$ cat src/sv/hsn_pkg.sv
// ============================================================================
// hsn_pkg
// Shared types and constants for the HTML strip and newline normalizer.
// ============================================================================
package hsn_pkg;

    // Largest number of results a single input byte may produce.
    localparam int MAX_RESULTS = 8;
    localparam int CNT_W       = $clog2(MAX_RESULTS + 1);

    // Depth of the command queue between classifier and expander.
    localparam int CMDQ_DEPTH  = 4;

    // Result kinds.
    localparam logic [1:0] KIND_CHAR  = 2'd0;
    localparam logic [1:0] KIND_BREAK = 2'd1;
    localparam logic [1:0] KIND_END   = 2'd2;

    // Characters of interest.
    localparam logic [7:0] CH_LT   = 8'h3C;
    localparam logic [7:0] CH_GT   = 8'h3E;
    localparam logic [7:0] CH_AMP  = 8'h26;
    localparam logic [7:0] CH_SEMI = 8'h3B;
    localparam logic [7:0] CH_CR   = 8'h0D;
    localparam logic [7:0] CH_LF   = 8'h0A;
    localparam logic [7:0] CH_TAB  = 8'h09;
    localparam logic [7:0] CH_SP   = 8'h20;
    localparam logic [7:0] CH_NUL  = 8'h00;

    // Entity tracking: idle, matching "nbsp;" (one past the matched count),
    // and skipping up to the closing semicolon.
    localparam int         ENT_W     = 3;
    localparam logic [2:0] ENT_IDLE  = 3'd0;
    localparam logic [2:0] ENT_FIRST = 3'd1;
    localparam logic [2:0] ENT_FINAL = 3'd5;
    localparam logic [2:0] ENT_SKIP  = 3'd6;

    // Expected character of the "nbsp;" match at a given matching phase.
    function automatic logic [7:0] nbsp_char(input logic [2:0] phase);
        logic [7:0] ch;
        unique case (phase)
            3'd1:    ch = 8'h6E; // n
            3'd2:    ch = 8'h62; // b
            3'd3:    ch = 8'h73; // s
            3'd4:    ch = 8'h70; // p
            3'd5:    ch = CH_SEMI;
            default: ch = CH_NUL;
        endcase
        return ch;
    endfunction

    // One queued command: a character (or marker) repeated cnt times.
    typedef struct packed {
        logic [7:0]       ch;
        logic [1:0]       kind;
        logic [CNT_W-1:0] cnt;
        logic             last;
    } t_cmd;

endpackage

$ cat src/sv/hsn_front.sv
// ============================================================================
// hsn_front
// Classifies each input byte: tag and entity stripping, line-break folding,
// and tab sizing. Produces at most one command per accepted byte.
// ============================================================================
module hsn_front
    import hsn_pkg::*;
#(
    parameter int TAB_SPACES = 8
) (
    input  logic       i_clk,
    input  logic       i_rst_n,
    input  logic       i_cfg_we,
    input  logic       i_cfg_wdata,
    input  logic       i_accept,
    input  logic [7:0] i_in_char,
    input  logic       i_is_last,
    output logic       o_cmd_push,
    output t_cmd       o_cmd
);

    localparam int TAB_CNT = (TAB_SPACES < MAX_RESULTS) ? TAB_SPACES : MAX_RESULTS;

    typedef enum logic [1:0] {
        BRK_NONE,
        BRK_CR,
        BRK_CRCR
    } t_brk;

    logic             r_html_mode;
    logic             r_tag_open;
    logic [ENT_W-1:0] r_ent;
    t_brk             r_brk;

    logic             n_tag_open;
    logic [ENT_W-1:0] n_ent;
    t_brk             n_brk;

    logic             w_have;
    logic [7:0]       w_y;
    t_cmd             w_cmd;

    always_comb begin
        n_tag_open = r_tag_open;
        n_ent      = r_ent;
        n_brk      = r_brk;
        w_have     = 1'b0;
        w_y        = i_in_char;

        if (r_html_mode) begin
            priority if (r_ent >= ENT_FIRST && r_ent <= ENT_FINAL) begin
                if (i_in_char == nbsp_char(r_ent)) begin
                    if (r_ent == ENT_FINAL) begin
                        n_ent  = ENT_IDLE;
                        w_have = 1'b1;
                        w_y    = CH_SP;
                    end else begin
                        n_ent = r_ent + 3'd1;
                    end
                end else if (i_in_char == CH_SEMI) begin
                    n_ent = ENT_IDLE;
                end else begin
                    n_ent = ENT_SKIP;
                end
            end else if (r_ent >= ENT_SKIP) begin
                // Unknown entity: drop everything up to the semicolon.
                if (i_in_char == CH_SEMI) begin
                    n_ent = ENT_IDLE;
                end
            end else if (i_in_char == CH_LT) begin
                n_tag_open = 1'b1;
            end else if (r_tag_open && i_in_char == CH_GT) begin
                n_tag_open = 1'b0;
            end else if (i_in_char == CH_AMP) begin
                n_ent = ENT_FIRST;
            end else if (!r_tag_open) begin
                w_have = 1'b1;
            end else begin
                // Plain bytes inside a tag are dropped.
                w_have = 1'b0;
            end
        end else begin
            w_have = 1'b1;
        end

        w_cmd.ch   = CH_NUL;
        w_cmd.kind = KIND_CHAR;
        w_cmd.cnt  = '0;
        w_cmd.last = 1'b0;

        if (w_have) begin
            priority if (w_y == CH_CR) begin
                if (r_brk == BRK_CR) begin
                    n_brk = BRK_CRCR;
                end else begin
                    w_cmd.kind = KIND_BREAK;
                    w_cmd.cnt  = CNT_W'(1);
                    n_brk      = BRK_CR;
                end
            end else if (w_y == CH_LF) begin
                if (r_brk == BRK_NONE) begin
                    w_cmd.kind = KIND_BREAK;
                    w_cmd.cnt  = CNT_W'(1);
                end
                n_brk = BRK_NONE;
            end else begin
                n_brk = BRK_NONE;
                if (w_y == CH_TAB) begin
                    w_cmd.ch  = CH_SP;
                    w_cmd.cnt = CNT_W'(TAB_CNT);
                end else begin
                    w_cmd.ch  = w_y;
                    w_cmd.cnt = CNT_W'(1);
                end
            end
        end

        // The last byte always yields at least one result and restarts the text.
        if (i_is_last) begin
            if (w_cmd.cnt == '0) begin
                w_cmd.ch   = CH_NUL;
                w_cmd.kind = KIND_END;
                w_cmd.cnt  = CNT_W'(1);
            end
            w_cmd.last = 1'b1;
            n_tag_open = 1'b0;
            n_ent      = ENT_IDLE;
            n_brk      = BRK_NONE;
        end
    end

    assign o_cmd_push = i_accept && (w_cmd.cnt != '0);
    assign o_cmd      = w_cmd;

    always_ff @(posedge i_clk) begin
        if (!i_rst_n) begin
            r_html_mode <= 1'b0;
            r_tag_open  <= 1'b0;
            r_ent       <= ENT_IDLE;
            r_brk       <= BRK_NONE;
        end else begin
            if (i_cfg_we) begin
                r_html_mode <= i_cfg_wdata;
            end
            if (i_accept) begin
                r_tag_open <= n_tag_open;
                r_ent      <= n_ent;
                r_brk      <= n_brk;
            end
        end
    end

    a_ent_range: assert property (@(posedge i_clk) disable iff (!i_rst_n)
        r_ent <= ENT_SKIP)
        else $error("entity phase out of range");

    a_last_clears: assert property (@(posedge i_clk) disable iff (!i_rst_n)
        (i_accept && i_is_last) |=>
            (!r_tag_open && r_ent == ENT_IDLE && r_brk == BRK_NONE))
        else $error("state not cleared after the last byte");

    a_last_pushes: assert property (@(posedge i_clk) disable iff (!i_rst_n)
        (i_accept && i_is_last) |-> (o_cmd_push && o_cmd.last))
        else $error("last byte produced no terminating command");

endmodule

$ cat src/sv/hsn_fifo.sv
// ============================================================================
// hsn_fifo
// Short command queue that decouples the classifier from the expander.
// ============================================================================
module hsn_fifo
    import hsn_pkg::*;
(
    input  logic i_clk,
    input  logic i_rst_n,
    input  logic i_wr,
    input  t_cmd i_wdata,
    input  logic i_rd,
    output t_cmd o_rdata,
    output logic o_full,
    output logic o_empty
);

    localparam int PTR_W = $clog2(CMDQ_DEPTH);
    localparam int CNT_W2 = $clog2(CMDQ_DEPTH + 1);

    t_cmd              r_mem [CMDQ_DEPTH];
    logic [PTR_W-1:0]  r_wptr;
    logic [PTR_W-1:0]  r_rptr;
    logic [CNT_W2-1:0] r_count;

    assign o_rdata = r_mem[r_rptr];
    assign o_full  = (r_count == CNT_W2'(CMDQ_DEPTH));
    assign o_empty = (r_count == '0);

    always_ff @(posedge i_clk) begin
        if (i_wr) begin
            r_mem[r_wptr] <= i_wdata;
        end
    end

    always_ff @(posedge i_clk) begin
        if (!i_rst_n) begin
            r_wptr  <= '0;
            r_rptr  <= '0;
            r_count <= '0;
        end else begin
            if (i_wr) begin
                r_wptr <= r_wptr + PTR_W'(1);
            end
            if (i_rd) begin
                r_rptr <= r_rptr + PTR_W'(1);
            end
            if (i_wr && !i_rd) begin
                r_count <= r_count + CNT_W2'(1);
            end else if (i_rd && !i_wr) begin
                r_count <= r_count - CNT_W2'(1);
            end
        end
    end

    a_no_overflow: assert property (@(posedge i_clk) disable iff (!i_rst_n)
        !(i_wr && o_full))
        else $error("command queue overflow");

    a_no_underflow: assert property (@(posedge i_clk) disable iff (!i_rst_n)
        !(i_rd && o_empty))
        else $error("command queue underflow");

endmodule

$ cat src/sv/hsn_back.sv
// ============================================================================
// hsn_back
// Expands queued commands into result beats and holds the output register.
// ============================================================================
module hsn_back
    import hsn_pkg::*;
(
    input  logic       i_clk,
    input  logic       i_rst_n,
    input  logic       i_q_empty,
    input  t_cmd       i_q_head,
    output logic       o_q_rd,
    input  logic       i_pop,
    output logic       o_empty,
    output logic [7:0] o_out_char,
    output logic [1:0] o_kind,
    output logic       o_last
);

    // r_rem counts the beats of the current command still to be delivered,
    // including the one on the output.
    logic [CNT_W-1:0] r_rem;
    logic [7:0]       r_ch;
    logic [1:0]       r_kind;
    logic             r_last;

    logic w_advance;
    logic w_reload;

    assign w_advance = (r_rem == '0) || i_pop;
    assign w_reload  = w_advance && (r_rem <= CNT_W'(1));
    assign o_q_rd    = w_reload && !i_q_empty;

    assign o_empty    = (r_rem == '0);
    assign o_out_char = r_ch;
    assign o_kind     = r_kind;
    assign o_last     = r_last && (r_rem == CNT_W'(1));

    always_ff @(posedge i_clk) begin
        if (!i_rst_n) begin
            r_rem <= '0;
        end else if (w_advance) begin
            if (!w_reload) begin
                r_rem <= r_rem - CNT_W'(1);
            end else if (!i_q_empty) begin
                r_rem  <= i_q_head.cnt;
                r_ch   <= i_q_head.ch;
                r_kind <= i_q_head.kind;
                r_last <= i_q_head.last;
            end else begin
                r_rem <= '0;
            end
        end
    end

    a_rem_range: assert property (@(posedge i_clk) disable iff (!i_rst_n)
        r_rem <= CNT_W'(MAX_RESULTS))
        else $error("repeat count out of range");

    a_end_single: assert property (@(posedge i_clk) disable iff (!i_rst_n)
        (!o_empty && r_kind == KIND_END) |-> (r_rem == CNT_W'(1) && o_last))
        else $error("end marker must be a single final beat");

endmodule

$ cat src/sv/html_strip_newline_normalizer_unit.sv
// ============================================================================
// html_strip_newline_normalizer_unit
// HTML tag/entity stripper with newline folding and tab expansion.
// ============================================================================
// Usage:
//   Input bytes enter on push/full: a beat is taken at a clock edge with
//   push high and full low, carrying i_in_char and i_is_last.
//   Results leave on empty/pop: while empty is low the oldest result sits on
//   o_out_char, o_kind and o_last, and it is taken at an edge with pop high.
//   The html_mode register is written through i_cfg_we / i_cfg_wdata; the user
//   must write it only while the block is idle, which the block does not enforce.
// Flow and throughput:
//   An accepted byte's command is written into the command queue, then loaded
//   into the output register when the output side is free. One byte enters per
//   cycle while pop is high and each yields at most one result; the expander
//   gives a tab TAB_SPACES beats (at most eight), one per cycle while pop is high.
// Stalls: a four-entry command queue sits between the classifier and the
//   expander; when pop is held low the queue fills and full rises.
// Reset: synchronous, active low; clears html_mode and the tag, entity and
//   line-break state, and empties the queue and the output register.
// ============================================================================
module html_strip_newline_normalizer_unit
    import hsn_pkg::*;
#(
    parameter int TAB_SPACES = 8
) (
    input  logic       i_clk,
    input  logic       i_rst_n,
    input  logic       i_cfg_we,
    input  logic       i_cfg_wdata,
    input  logic       push,
    output logic       full,
    input  logic [7:0] i_in_char,
    input  logic       i_is_last,
    output logic       empty,
    input  logic       pop,
    output logic [7:0] o_out_char,
    output logic [1:0] o_kind,
    output logic       o_last
);

    logic w_accept;
    logic w_cmd_push;
    t_cmd w_cmd;
    logic w_q_rd;
    t_cmd w_q_head;
    logic w_q_full;
    logic w_q_empty;

    assign full     = w_q_full;
    assign w_accept = push && !w_q_full;

    hsn_front #(
        .TAB_SPACES (TAB_SPACES)
    ) u_front (
        .i_clk       (i_clk),
        .i_rst_n     (i_rst_n),
        .i_cfg_we    (i_cfg_we),
        .i_cfg_wdata (i_cfg_wdata),
        .i_accept    (w_accept),
        .i_in_char   (i_in_char),
        .i_is_last   (i_is_last),
        .o_cmd_push  (w_cmd_push),
        .o_cmd       (w_cmd)
    );

    hsn_fifo u_cmdq (
        .i_clk   (i_clk),
        .i_rst_n (i_rst_n),
        .i_wr    (w_cmd_push),
        .i_wdata (w_cmd),
        .i_rd    (w_q_rd),
        .o_rdata (w_q_head),
        .o_full  (w_q_full),
        .o_empty (w_q_empty)
    );

    hsn_back u_back (
        .i_clk      (i_clk),
        .i_rst_n    (i_rst_n),
        .i_q_empty  (w_q_empty),
        .i_q_head   (w_q_head),
        .o_q_rd     (w_q_rd),
        .i_pop      (pop),
        .o_empty    (empty),
        .o_out_char (o_out_char),
        .o_kind     (o_kind),
        .o_last     (o_last)
    );

endmodule

$ cat config.mk
export PLATFORM = sky130hd
export DESIGN_NAME = html_strip_newline_normalizer_unit
export DESIGN_NICKNAME = d
export VERILOG_FILES = /design/src/sv/hsn_pkg.sv /design/src/sv/hsn_front.sv /design/src/sv/hsn_fifo.sv /design/src/sv/hsn_back.sv /design/src/sv/html_strip_newline_normalizer_unit.sv
export SDC_FILE = /design/constraint.sdc
export NUM_CORES = 1
export LEC_CHECK = 0
export CAP_MARGIN = 5
export CORE_ASPECT_RATIO = 0.6
export CORE_MARGIN = 10
export CORE_UTILIZATION = 63
export CTS_CLUSTER_DIAMETER = 30
export DETAILED_ROUTE_END_ITERATION = 6
export DONT_BUFFER_PORTS = 1
export GPL_TIMING_DRIVEN = 0
export MAX_ROUTING_LAYER = met4
export PLACE_DENSITY = 0.79
export SKIP_LAST_GASP = 1
export SLEW_MARGIN = 15
export SYNTH_ARGS = -nofsm -noshare
export SYNTH_HDL_FRONTEND = slang
export SYNTH_SLANG_ARGS = --single-unit
$ cat constraint.sdc
create_clock -name i_clk -period 5 [get_ports i_clk]
set_clock_uncertainty 0.1 [all_clocks]
set_input_delay 0.25 -clock i_clk [delete_from_list [all_inputs] [get_ports i_clk]]
set_output_delay 0.25 -clock i_clk [all_outputs]
set_load 0.02 [all_outputs]
==> metrics.txt, run 1 <==
# TYPE chip_impl_metric gauge
chip_impl_metric{name="final.setup.tns",unit="ns"} 0
chip_impl_metric{name="synth_area_per_cell",unit="um2"} 13.2
chip_impl_metric{name="design.core.area",unit="um2"} 6110
chip_impl_metric{name="clock-sinks",unit=""} 83
chip_impl_info{name="ys_top_cells_by_area",value="edfxtp_1 48%, dfxtp_1 10%, mux4_2 7.4%"} 1
chip_impl_metric{name="dr.first_iter.drc_count",unit=""} 258
chip_impl_info{name="cp-endpoint",value="u_cmdq.r_count[2]"} 1
chip_impl_metric{name="floorplan.rows",unit=""} 22
chip_impl_info{name="dominant_combinational_cell_family_by_area_after_synthesis",value="simple AND/OR/NAND/NOR gates"} 1
chip_impl_metric{name="stdcell_count",unit=""} 404
chip_impl_metric{name="cell_internal_pwr",unit="W"} 0.00133
chip_impl_metric{name="buffer_ports.inserted",unit=""} 0
chip_impl_info{name="rsz0062_at_grt",value="no"} 1
chip_impl_metric{name="cp.required",unit="ns"} 5.17
chip_impl_metric{name="gp_congestion",unit=""} 0.875
chip_impl_metric{name="die_w",unit="um"} 122
chip_impl_metric{name="final_nets",unit=""} 340
chip_impl_info{name="cts_root_buf",value="clkbuf_8"} 1
chip_impl_metric{name="clock_latency",unit="ns"} 0.34
chip_impl_metric{name="post_drt_wl_per_cell",unit="um"} 20.3
chip_impl_metric{name="fin_ws",unit="ns"} 0.899
chip_impl_metric{name="crit_arrival",unit="ns"} 4.27
chip_impl_metric{name="power_per_unit_of_standard_cell_area",unit="nW/um2"} 439
chip_impl_metric{name="cts-resized-gates",unit=""} 0
chip_impl_metric{name="synth.yosys.seq_area_share",unit=""} 0.577
chip_impl_info{name="synth_top_area_cell",value="edfxtp_1"} 1
chip_impl_info{name="timing.critical_path.cells",value="buf_2, inv_1, nor2_1, ha_1, or2b_1, a21o_2, o21ai_0, nor4_4, nand4_2, a21oi_4, ha_1, inv_1, fa_1, xor2_1, or3_1, a21oi_1"} 1
chip_impl_metric{name="numCtsBuffers",unit=""} 9
chip_impl_metric{name="synthDistinctLibCells",unit=""} 65
chip_impl_metric{name="post_synth_and_or_nand_nor_area_fraction",unit=""} 0.139
chip_impl_metric{name="finalWirelength",unit="um"} 8210
chip_impl_metric{name="globalRouteTotalUtil",unit=""} 0.179
chip_impl_metric{name="p_leak",unit="nW"} 1.49
chip_impl_info{name="hold_path.class",value="in -> reg"} 1
chip_impl_metric{name="critPathMaxStageDelay",unit="ns"} 0.44
chip_impl_metric{name="synth-edff-count",unit=""} 63
chip_impl_info{name="mostFrequentLayoutCells",value="63 x edfxtp_1, 22 x nor2_1, 20 x dfxtp_1"} 1
chip_impl_metric{name="ys_warn_count",unit=""} 0
chip_impl_metric{name="area_of_the_multi_input_gates",unit="um2"} 1540
chip_impl_metric{name="report.final.slew_viol_count",unit=""} 0
chip_impl_info{name="worstReg2RegEnd",value="u_cmdq.r_count[2]"} 1
chip_impl_metric{name="io-pin-count",unit=""} 28
chip_impl_metric{name="dp_hpwl",unit="um"} 5800
chip_impl_info{name="worst_flop_to_flop_path_startpoint",value="u_front.r_ent[1]"} 1
chip_impl_metric{name="r2r_slack",unit="ns"} 0.90
chip_impl_metric{name="critical_path.max_fanout",unit=""} 10
chip_impl_info{name="cts_tree",value="done"} 1
chip_impl_metric{name="worst_pin_slew",unit="ns"} 0.870
chip_impl_metric{name="drt_pass1_iterations",unit=""} 5
chip_impl_metric{name="setup_viol_count_final",unit=""} 0
chip_impl_metric{name="syn-instance-count",unit=""} 300
chip_impl_metric{name="yosys-mux-area-fraction",unit=""} 0.0914
chip_impl_metric{name="net-switching-power",unit="W"} 0.000569
chip_impl_metric{name="final.hold.worst_slack",unit="ns"} 0.0913
chip_impl_metric{name="die_footprint",unit="um2"} 9980
chip_impl_metric{name="areaGrowthSynthToFinish",unit="%"} 9.17
chip_impl_metric{name="largest_net_degree_at_the_start_of_global_routing",unit=""} 16
chip_impl_metric{name="initial_core_util",unit=""} 0.650
chip_impl_metric{name="post_synth_xor_area_fraction",unit=""} 0.0221
chip_impl_metric{name="syn_area",unit="um2"} 3970
chip_impl_info{name="worst_path_max_delay_cell",value="nor4_4"} 1
chip_impl_metric{name="clkPwrFrac",unit=""} 0.272
chip_impl_info{name="most_common_cell_after_layout_fill_and_taps_aside",value="edfxtp_1"} 1
chip_impl_metric{name="drt.antenna.violating_nets",unit=""} 0
chip_impl_info{name="crit_path_start_kind",value="flip-flop"} 1
chip_impl_metric{name="cts.clk_slew.worst_paths",unit="ns"} 0.08
chip_impl_metric{name="die_h",unit="um"} 81.5
chip_impl_metric{name="via_per_inst",unit=""} 6.10
chip_impl_metric{name="final_layout_size_suffix_gt1_frac",unit=""} 0.184
chip_impl_info{name="status",value="completed"} 1
chip_impl_metric{name="vdd_drop_max",unit="mV"} 0.288
chip_impl_metric{name="fillerInstances",unit=""} 443
chip_impl_metric{name="dp_cells",unit=""} 384
chip_impl_metric{name="ctsHtreeMaxLevel",unit=""} 3
chip_impl_info{name="critical_path_class",value="reg -> reg"} 1
chip_impl_metric{name="antenna-diode-count",unit=""} 0
chip_impl_metric{name="finalPower",unit="W"} 0.00190
chip_impl_metric{name="power.switching_fraction",unit=""} 0.299
chip_impl_metric{name="power.share.sequential",unit=""} 0.491
chip_impl_metric{name="power_frac_comb",unit=""} 0.237
chip_impl_metric{name="fmaxAchievable",unit="GHz"} 0.244
chip_impl_metric{name="final.min_clock_period",unit="ns"} 4.10
chip_impl_metric{name="rr_worst_depth",unit=""} 16
chip_impl_info{name="cp-end-kind",value="flip-flop"} 1
chip_impl_metric{name="ys_ff_latch",unit=""} 83
chip_impl_info{name="critical_path.startpoint",value="u_front.r_ent[1]"} 1
chip_impl_metric{name="first_global_vias",unit=""} 2454
chip_impl_metric{name="drc",unit=""} 0
chip_impl_info{name="cpLargestDelayFamily",value="simple AND/OR/NAND/NOR gates"} 1
chip_impl_metric{name="cts_max_path_buffers",unit=""} 2
chip_impl_metric{name="ff_latch_area",unit="um2"} 2290
chip_impl_metric{name="timing.critical_path.buf_inv",unit=""} 3
chip_impl_info{name="synth_top_flop_cell",value="edfxtp_1"} 1
chip_impl_metric{name="num_vias",unit=""} 2466
chip_impl_metric{name="async_reset_ff_frac",unit=""} 0
chip_impl_metric{name="max_cap_violations",unit=""} 0
chip_impl_metric{name="synthDominantCellAreaShare",unit=""} 0.477
chip_impl_metric{name="initial_antenna_violation_count",unit=""} 0
chip_impl_metric{name="mappedNetlistNets",unit=""} 325
chip_impl_metric{name="worstSetupPathDepth",unit=""} 16
chip_impl_metric{name="synthesized_area_fraction_occupied_by_ao_oa_aoi_and_oai_cells",unit=""} 0.0990
chip_impl_metric{name="grt_first_pass_wirelength",unit="um"} 13200
chip_impl_metric{name="synthAdderAreaFrac",unit=""} 0.0362
chip_impl_metric{name="fraction_of_the_cycle_the_final_worst_path_needs",unit=""} 0.820
chip_impl_metric{name="slew_headroom",unit=""} 0.411
chip_impl_metric{name="finalHoldViolCount",unit=""} 0
chip_impl_metric{name="preCtsSetupSlack",unit="ns"} 0.974
chip_impl_metric{name="grt_remaining_overflow",unit=""} 0
-- area by class of cell --
class                           count  share of cell area
Clock buffer                       10              0.0294
Buffer                             12              0.0173
Clock inverter                      6              0.0205
Sequential cell                    83               0.529
Multi-Input combinational cell    188               0.356
Tap cell                           84              0.0242
Timing Repair Buffer                4             0.00924
Inverter                           17              0.0147
-- worst reg2reg max path, cell delays in order, from the launching register on --
cell     delay [ns]
dfxtp_1        0.40
buf_2          0.26
inv_1          0.15
nor2_1         0.13
ha_1           0.37
or2b_1         0.19
a21o_2         0.12
o21ai_0        0.12
nor4_4         0.44
nand4_2        0.20
a21oi_4        0.27
ha_1           0.23
inv_1          0.06
fa_1           0.37
xor2_1         0.18
or3_1          0.31
a21oi_1        0.13
-- worst min-delay path by stage --
stage	from	endpoint	slack [ns]	cells after the start
6_report	pop	u_back.r_rem[0]	0.09	3
5_1_grt	i_rst_n	u_front.r_ent[2]	0.09	2
4_1_cts	i_rst_n	u_front.r_brk[1]	0.07	4
3_5_place_dp	i_is_last	u_cmdq.r_mem[3][0]	0.25	0
3_3_place_gp	i_is_last	u_cmdq.r_mem[3][0]	0.25	0
2_1_floorplan	i_is_last	u_cmdq.r_mem[0][0]	0.25	0
-- power groups by stage --
stage / registers, W / clock network, W / logic (W)
5_1_grt: 0.000945 / 0.000558 / 0.000501
6_report: 0.000933 / 0.000518 / 0.000450
4_1_cts: 0.000937 / 0.000528 / 0.000451
2_1_floorplan: 0.000929 / 0 / 0.000357
3_3_place_gp: 0.000944 / 0 / 0.000422
3_5_place_dp: 0.000951 / 0 / 0.000441
-- routing by layer --
layer	global-route usage	vias to the layer above	part of all wire
met5	-	-	0
li1	-	1149	-
met3	0.0500	22	0.069
met4	0.0457	0	0.020
met2	0.272	107	0.46
met1	0.235	1188	0.45
-- Yosys cell counts (3+ instances only) --
| cell type | count |
|---|---|
| nor2b_1 | 4 |
| nor4_1 | 3 |
| buf_4 | 3 |
| nand2b_1 | 7 |
| ha_1 | 9 |
| nor3_1 | 6 |
| dfxtp_1 | 20 |
| mux2i_1 | 7 |
| nor2_1 | 23 |
| nand4_1 | 3 |
| clkbuf_1 | 3 |
| o31a_1 | 3 |
| and2_1 | 7 |
| or3b_2 | 3 |
| buf_2 | 3 |
| a21oi_1 | 13 |
| xor2_1 | 5 |
| nand3b_1 | 3 |
| xnor2_1 | 5 |
| o21ai_0 | 10 |
| a211oi_1 | 3 |
| nand2_1 | 16 |
| inv_1 | 17 |
| edfxtp_1 | 63 |
| mux4_2 | 13 |
-- what timing repair did --
item                                   4_1_cts  5_1_grt
hold buffers                                 4        0
buffers inserted                             0        0
endpoints found under the hold margin        6        0
-- cell families after synthesis --
kind of cell	count (synthesis)
and+or+nand+nor	94
DFF	83
AOI/OAI and AO/OA	53
buffers and inverters	29
muxes	20
adders and majority gates	11
xor gates and xnor gates	10
-- flip-flops by register name (all words and copies together), names as in the netlist, named ones only --
register,count
u_back.o_kind,2
u_front.r_html_mode,1
u_front.r_ent,3
u_front.r_tag_open,1
u_cmdq.r_rptr,2
u_cmdq.r_mem,52
u_cmdq.r_count,3
u_front.r_brk,2
u_back.r_last,1
u_cmdq.r_wptr,2
u_back.o_out_char,8
u_back.r_rem,4
-- metrics by stage --
step / instance area (um2) / util
6_report: 4330 / 0.709
5_1_grt: 4330 / 0.709
4_1_cts: 4330 / 0.709
3_5_place_dp: 4080 / 0.667
3_3_place_gp: 4080 / 0.667
2_1_floorplan: 3970 / -
(Power assumes the default switching activity.)
==> inputs of run 2 (changes only) <==
--- a/config.mk
+++ b/config.mk
@@ -5,16 +5,17 @@
 export SDC_FILE = /design/constraint.sdc
 export NUM_CORES = 1
 export LEC_CHECK = 0
+export ABC_AREA = 1
 export CAP_MARGIN = 5
 export CORE_ASPECT_RATIO = 0.6
 export CORE_MARGIN = 10
-export CORE_UTILIZATION = 63
+export CORE_UTILIZATION = 57
 export CTS_CLUSTER_DIAMETER = 30
 export DETAILED_ROUTE_END_ITERATION = 6
 export DONT_BUFFER_PORTS = 1
 export GPL_TIMING_DRIVEN = 0
 export MAX_ROUTING_LAYER = met4
-export PLACE_DENSITY = 0.79
+export PLACE_DENSITY = 0.75
 export SKIP_LAST_GASP = 1
 export SLEW_MARGIN = 15
 export SYNTH_ARGS = -nofsm -noshare
==> constraint.sdc (replaced) <==
create_clock -name i_clk -period 3.4 [get_ports i_clk]
set_clock_uncertainty 0.1 [all_clocks]
set_input_delay 0.17 -clock i_clk [delete_from_list [all_inputs] [get_ports i_clk]]
set_output_delay 0.17 -clock i_clk [all_outputs]
set_load 0.02 [all_outputs]
==> run 2 against run 1 <==
The run now ends with hold timing left. Clock-buffer cell count rose by 3. Critical endpoint unchanged. Critical path depth rose by 11. Largest power group unchanged. Global-route usage fell by 0.58 points. Setup slack got worse by 0.77 ns. Total power rose by 78%. Highest routed layer unchanged. Register-to-register slack got worse by 0.77 ns. Synthesized area fell by 1.9%. Fmax rose by 25%. Routed wire length rose by 12%.
==> metrics.txt, run 2 <==
# TYPE chip_impl_metric gauge
chip_impl_metric{name="critical_path.max_fanout",unit=""} 5
chip_impl_metric{name="gp_congestion",unit=""} 0.895
chip_impl_metric{name="final_layout_size_suffix_gt1_frac",unit=""} 0.159
chip_impl_metric{name="vdd_drop_max",unit="mV"} 0.466
chip_impl_metric{name="wirelength_met1",unit="um"} 4080
chip_impl_info{name="rsz0062_at_grt",value="yes"} 1
chip_impl_metric{name="fillerInstances",unit=""} 480
chip_impl_info{name="synth_top_area_cell",value="edfxtp_1"} 1
chip_impl_metric{name="finalPower",unit="W"} 0.00339
chip_impl_info{name="yosysMostFrequentCell",value="edfxtp_1"} 1
chip_impl_metric{name="initial_core_util",unit=""} 0.586
chip_impl_metric{name="grt_remaining_overflow",unit=""} 0
chip_impl_info{name="synth_top_flop_cell",value="edfxtp_1"} 1
chip_impl_metric{name="design.core.area",unit="um2"} 6650
chip_impl_metric{name="initial_antenna_violation_count",unit=""} 0
chip_impl_metric{name="ff_latch_area",unit="um2"} 2300
chip_impl_metric{name="synthDominantCellAreaShare",unit=""} 0.486
chip_impl_metric{name="areaGrowthSynthToFinish",unit="%"} 20.9
chip_impl_info{name="status",value="finished, violations left"} 1
chip_impl_metric{name="max_cap_violations",unit=""} 0
chip_impl_info{name="cts_tree",value="done"} 1
chip_impl_metric{name="routed-wl-met3",unit="um"} 803
chip_impl_metric{name="clock_latency",unit="ns"} 0.34
chip_impl_metric{name="area_of_the_multi_input_gates",unit="um2"} 1470
chip_impl_metric{name="cts_max_path_buffers",unit=""} 2
chip_impl_info{name="cp-end-kind",value="flip-flop"} 1
chip_impl_metric{name="slew_headroom",unit=""} 0.435
chip_impl_metric{name="synth_area_per_cell",unit="um2"} 9.55
chip_impl_metric{name="mappedNetlistNets",unit=""} 433
chip_impl_info{name="most_common_cell_after_layout_fill_and_taps_aside",value="edfxtp_1"} 1
chip_impl_metric{name="grt_first_pass_wirelength",unit="um"} 14500
chip_impl_metric{name="cp.required",unit="ns"} 3.57
chip_impl_metric{name="die_footprint",unit="um2"} 10600
chip_impl_metric{name="crit_arrival",unit="ns"} 3.44
chip_impl_metric{name="final.hold.worst_slack",unit="ns"} -0.129
chip_impl_metric{name="numCtsBuffers",unit=""} 9
chip_impl_metric{name="power_per_unit_of_standard_cell_area",unit="nW/um2"} 720
chip_impl_info{name="crit_path_start_kind",value="flip-flop"} 1
chip_impl_metric{name="holdBufCountCts",unit=""} 9
chip_impl_metric{name="worst_pin_slew",unit="ns"} 0.839
chip_impl_metric{name="io-pin-count",unit=""} 28
chip_impl_metric{name="synth.yosys.seq_area_share",unit=""} 0.588
chip_impl_metric{name="p_leak",unit="nW"} 1.77
chip_impl_metric{name="num_vias",unit=""} 2991
chip_impl_metric{name="antenna-diode-count",unit=""} 0
chip_impl_metric{name="dp_hpwl",unit="um"} 6090
chip_impl_metric{name="ys_ff_latch",unit=""} 83
chip_impl_metric{name="buffer_ports.inserted",unit=""} 0
chip_impl_metric{name="fmaxAchievable",unit="GHz"} 0.306
chip_impl_info{name="largest_register_by_flop_count",value="u_cmdq.r_mem"} 1
chip_impl_metric{name="drt_pass1_iterations",unit=""} 4
chip_impl_metric{name="final_core_util",unit=""} 0.708
chip_impl_metric{name="globalRouteTotalUtil",unit=""} 0.173
chip_impl_info{name="synth_top_cells_by_count",value="63 x edfxtp_1, 61 x nor2_1, 54 x inv_1"} 1
chip_impl_metric{name="report.final.slew_viol_count",unit=""} 0
chip_impl_metric{name="async_reset_ff_frac",unit=""} 0
chip_impl_metric{name="drc",unit=""} 0
chip_impl_metric{name="largest_reg_flops",unit=""} 52
chip_impl_metric{name="setup_viol_count_final",unit=""} 0
chip_impl_metric{name="post_drt_wl_per_cell",unit="um"} 17.2
chip_impl_metric{name="synth-edff-count",unit=""} 63
chip_impl_info{name="mostFrequentLayoutCells",value="63 x edfxtp_1, 55 x nor2_1, 50 x inv_1"} 1
chip_impl_metric{name="first_global_vias",unit=""} 2856
chip_impl_metric{name="die_h",unit="um"} 84.0
chip_impl_metric{name="die_w",unit="um"} 127
chip_impl_metric{name="final.min_clock_period",unit="ns"} 3.27
chip_impl_metric{name="floorplan.rows",unit=""} 23
chip_impl_metric{name="final_nets",unit=""} 467
chip_impl_info{name="ys_top_cells_by_area",value="edfxtp_1 49%, dfxtp_1 10%, nor2_1 5.9%"} 1
chip_impl_metric{name="synthDistinctLibCells",unit=""} 35
chip_impl_metric{name="fraction_of_the_cycle_the_final_worst_path_needs",unit=""} 0.961
chip_impl_info{name="failed_checks",value="hold timing"} 1
chip_impl_metric{name="cts.clk_slew.worst_paths",unit="ns"} 0.06
chip_impl_metric{name="via_per_inst",unit=""} 5.60
chip_impl_metric{name="clock-sinks",unit=""} 83
chip_impl_metric{name="ctsHtreeMaxLevel",unit=""} 3
chip_impl_info{name="top_layer_used",value="met4"} 1
chip_impl_info{name="hold_path.class",value="in -> reg"} 1
chip_impl_metric{name="syn_area",unit="um2"} 3890
chip_impl_info{name="critical_path_class",value="reg -> reg"} 1
chip_impl_metric{name="met2_wl",unit="um"} 4240
chip_impl_metric{name="drt.antenna.violating_nets",unit=""} 0
chip_impl_metric{name="syn-instance-count",unit=""} 408
chip_impl_metric{name="finalWirelength",unit="um"} 9190
chip_impl_metric{name="ys_warn_count",unit=""} 0
chip_impl_metric{name="largest_net_degree_at_the_start_of_global_routing",unit=""} 15
chip_impl_info{name="cts_root_buf",value="clkbuf_16"} 1
chip_impl_metric{name="dr.first_iter.drc_count",unit=""} 360
chip_impl_metric{name="finalHoldViolCount",unit=""} 3
==> run 2: cell types whose count changed in the layout (fill, tap and decap cells not counted), sizes merged, moves of 8 or more <==
cell / change
nand2: +32
inv: +41
o22ai: +11
clkbuf: +8
nor2: +41
mux4: -13
o21ai: +24
nand3: +26
and2: -8
==> run 2: power breakdown <==
group / internal (W) / leakage [nW] / total [W] / switching, W
combinational: 0.000314 / 0.868 / 0.000931 / 0.000617
sequential: 0.00128 / 0.741 / 0.00138 / 0.0000912
clock: 0.000709 / 0.165 / 0.00108 / 0.000374
total: 0.00231 / 1.77 / 0.00339 / 0.00108
==> run 2: kinds of logic after synthesis <==
group,Yosys count,share of synthesized area
buffers and inverters,69,0.0678
AOI/OAI and AO/OA,83,0.120
adders and majority gates,10,0.0341
and+or+nand+nor,162,0.188
xor gates and xnor gates,1,0.00225
DFF,83,0.588
==> run 2: path summary, 6_finish.rpt <==
| kind | cells after the start | start | slack [ns] | endpoint |
|---|---|---|---|---|
| worst min register to register | 2 | u_front.r_tag_open | 0.40 | u_front.r_tag_open |
| worst max register to register | 27 | u_front.r_ent[0] | 0.13 | u_cmdq.r_count[2] |
| worst min-delay path | 2 | i_rst_n | -0.13 | u_cmdq.r_count[2] |
| worst max-delay path | 27 | u_front.r_ent[0] | 0.13 | u_cmdq.r_count[2] |
==> run 2: final cells by class <==
cell class                 count  share of cell area
inverter                      59              0.0486
clock buffer                  13              0.0577
multi-input combinational    256               0.313
tap                           87              0.0231
clock inverter                 3              0.0146
buffer                        10              0.0112
sequential                    83               0.488
timing repair buffer          23              0.0441
==> run 2: critical path, cell delays in order (launching register included) <==
cell and delay (ns):
dfxtp_2 0.33, buf_6 0.12, nand2_4 0.05, inv_2 0.04, ha_4 0.15, inv_2 0.06, nand2_2 0.06, nand2_1 0.05
nand2_1 0.06, nor2_2 0.11, nand3_2 0.09, nor2_4 0.19, nand3_4 0.12, nand4_4 0.14, nor2_4 0.08, a21oi_2 0.20
nand2_2 0.10, nand3_4 0.09, nand2_4 0.06, inv_4 0.06, ha_4 0.13, inv_4 0.04, fa_2 0.38, nor2_1 0.09
nor2_1 0.04, nand2_1 0.07, o21ai_0 0.07, a21oi_1 0.10
==> run 2: per-layer routing <==
metal  track usage  up-vias
li1              -     1476
met4        0.0474        0
met2         0.262      104
met3        0.0622       11
met5             -        -
met1         0.215     1400
==> run 2: through the flow <==
stage / hold WS, ns / setup TNS, ns / area, um2 / instances / setup slack (ns)
CTS: -0.133 / -0.00273 / 4560 / 526 / -0.00270
detailed placement: 0.171 / -14.06 / 4010 / 495 / -0.445
global placement: 0.171 / -18.52 / 4000 / 495 / -0.379
finish: -0.129 / 0 / 4710 / 534 / 0.132
floorplan: 0.169 / 0 / 3890 / 408 / 0.235
global route: -0.125 / -0.562 / 4710 / 534 / -0.110
==> run 2: what timing repair did <==
item                                    4_1_cts  5_1_grt
resized for setup                            17       26
endpoints found under the setup margin       54       65
setup buffers                                 6        8
hold endpoints to repair                     16        3
pin swaps                                     3       12
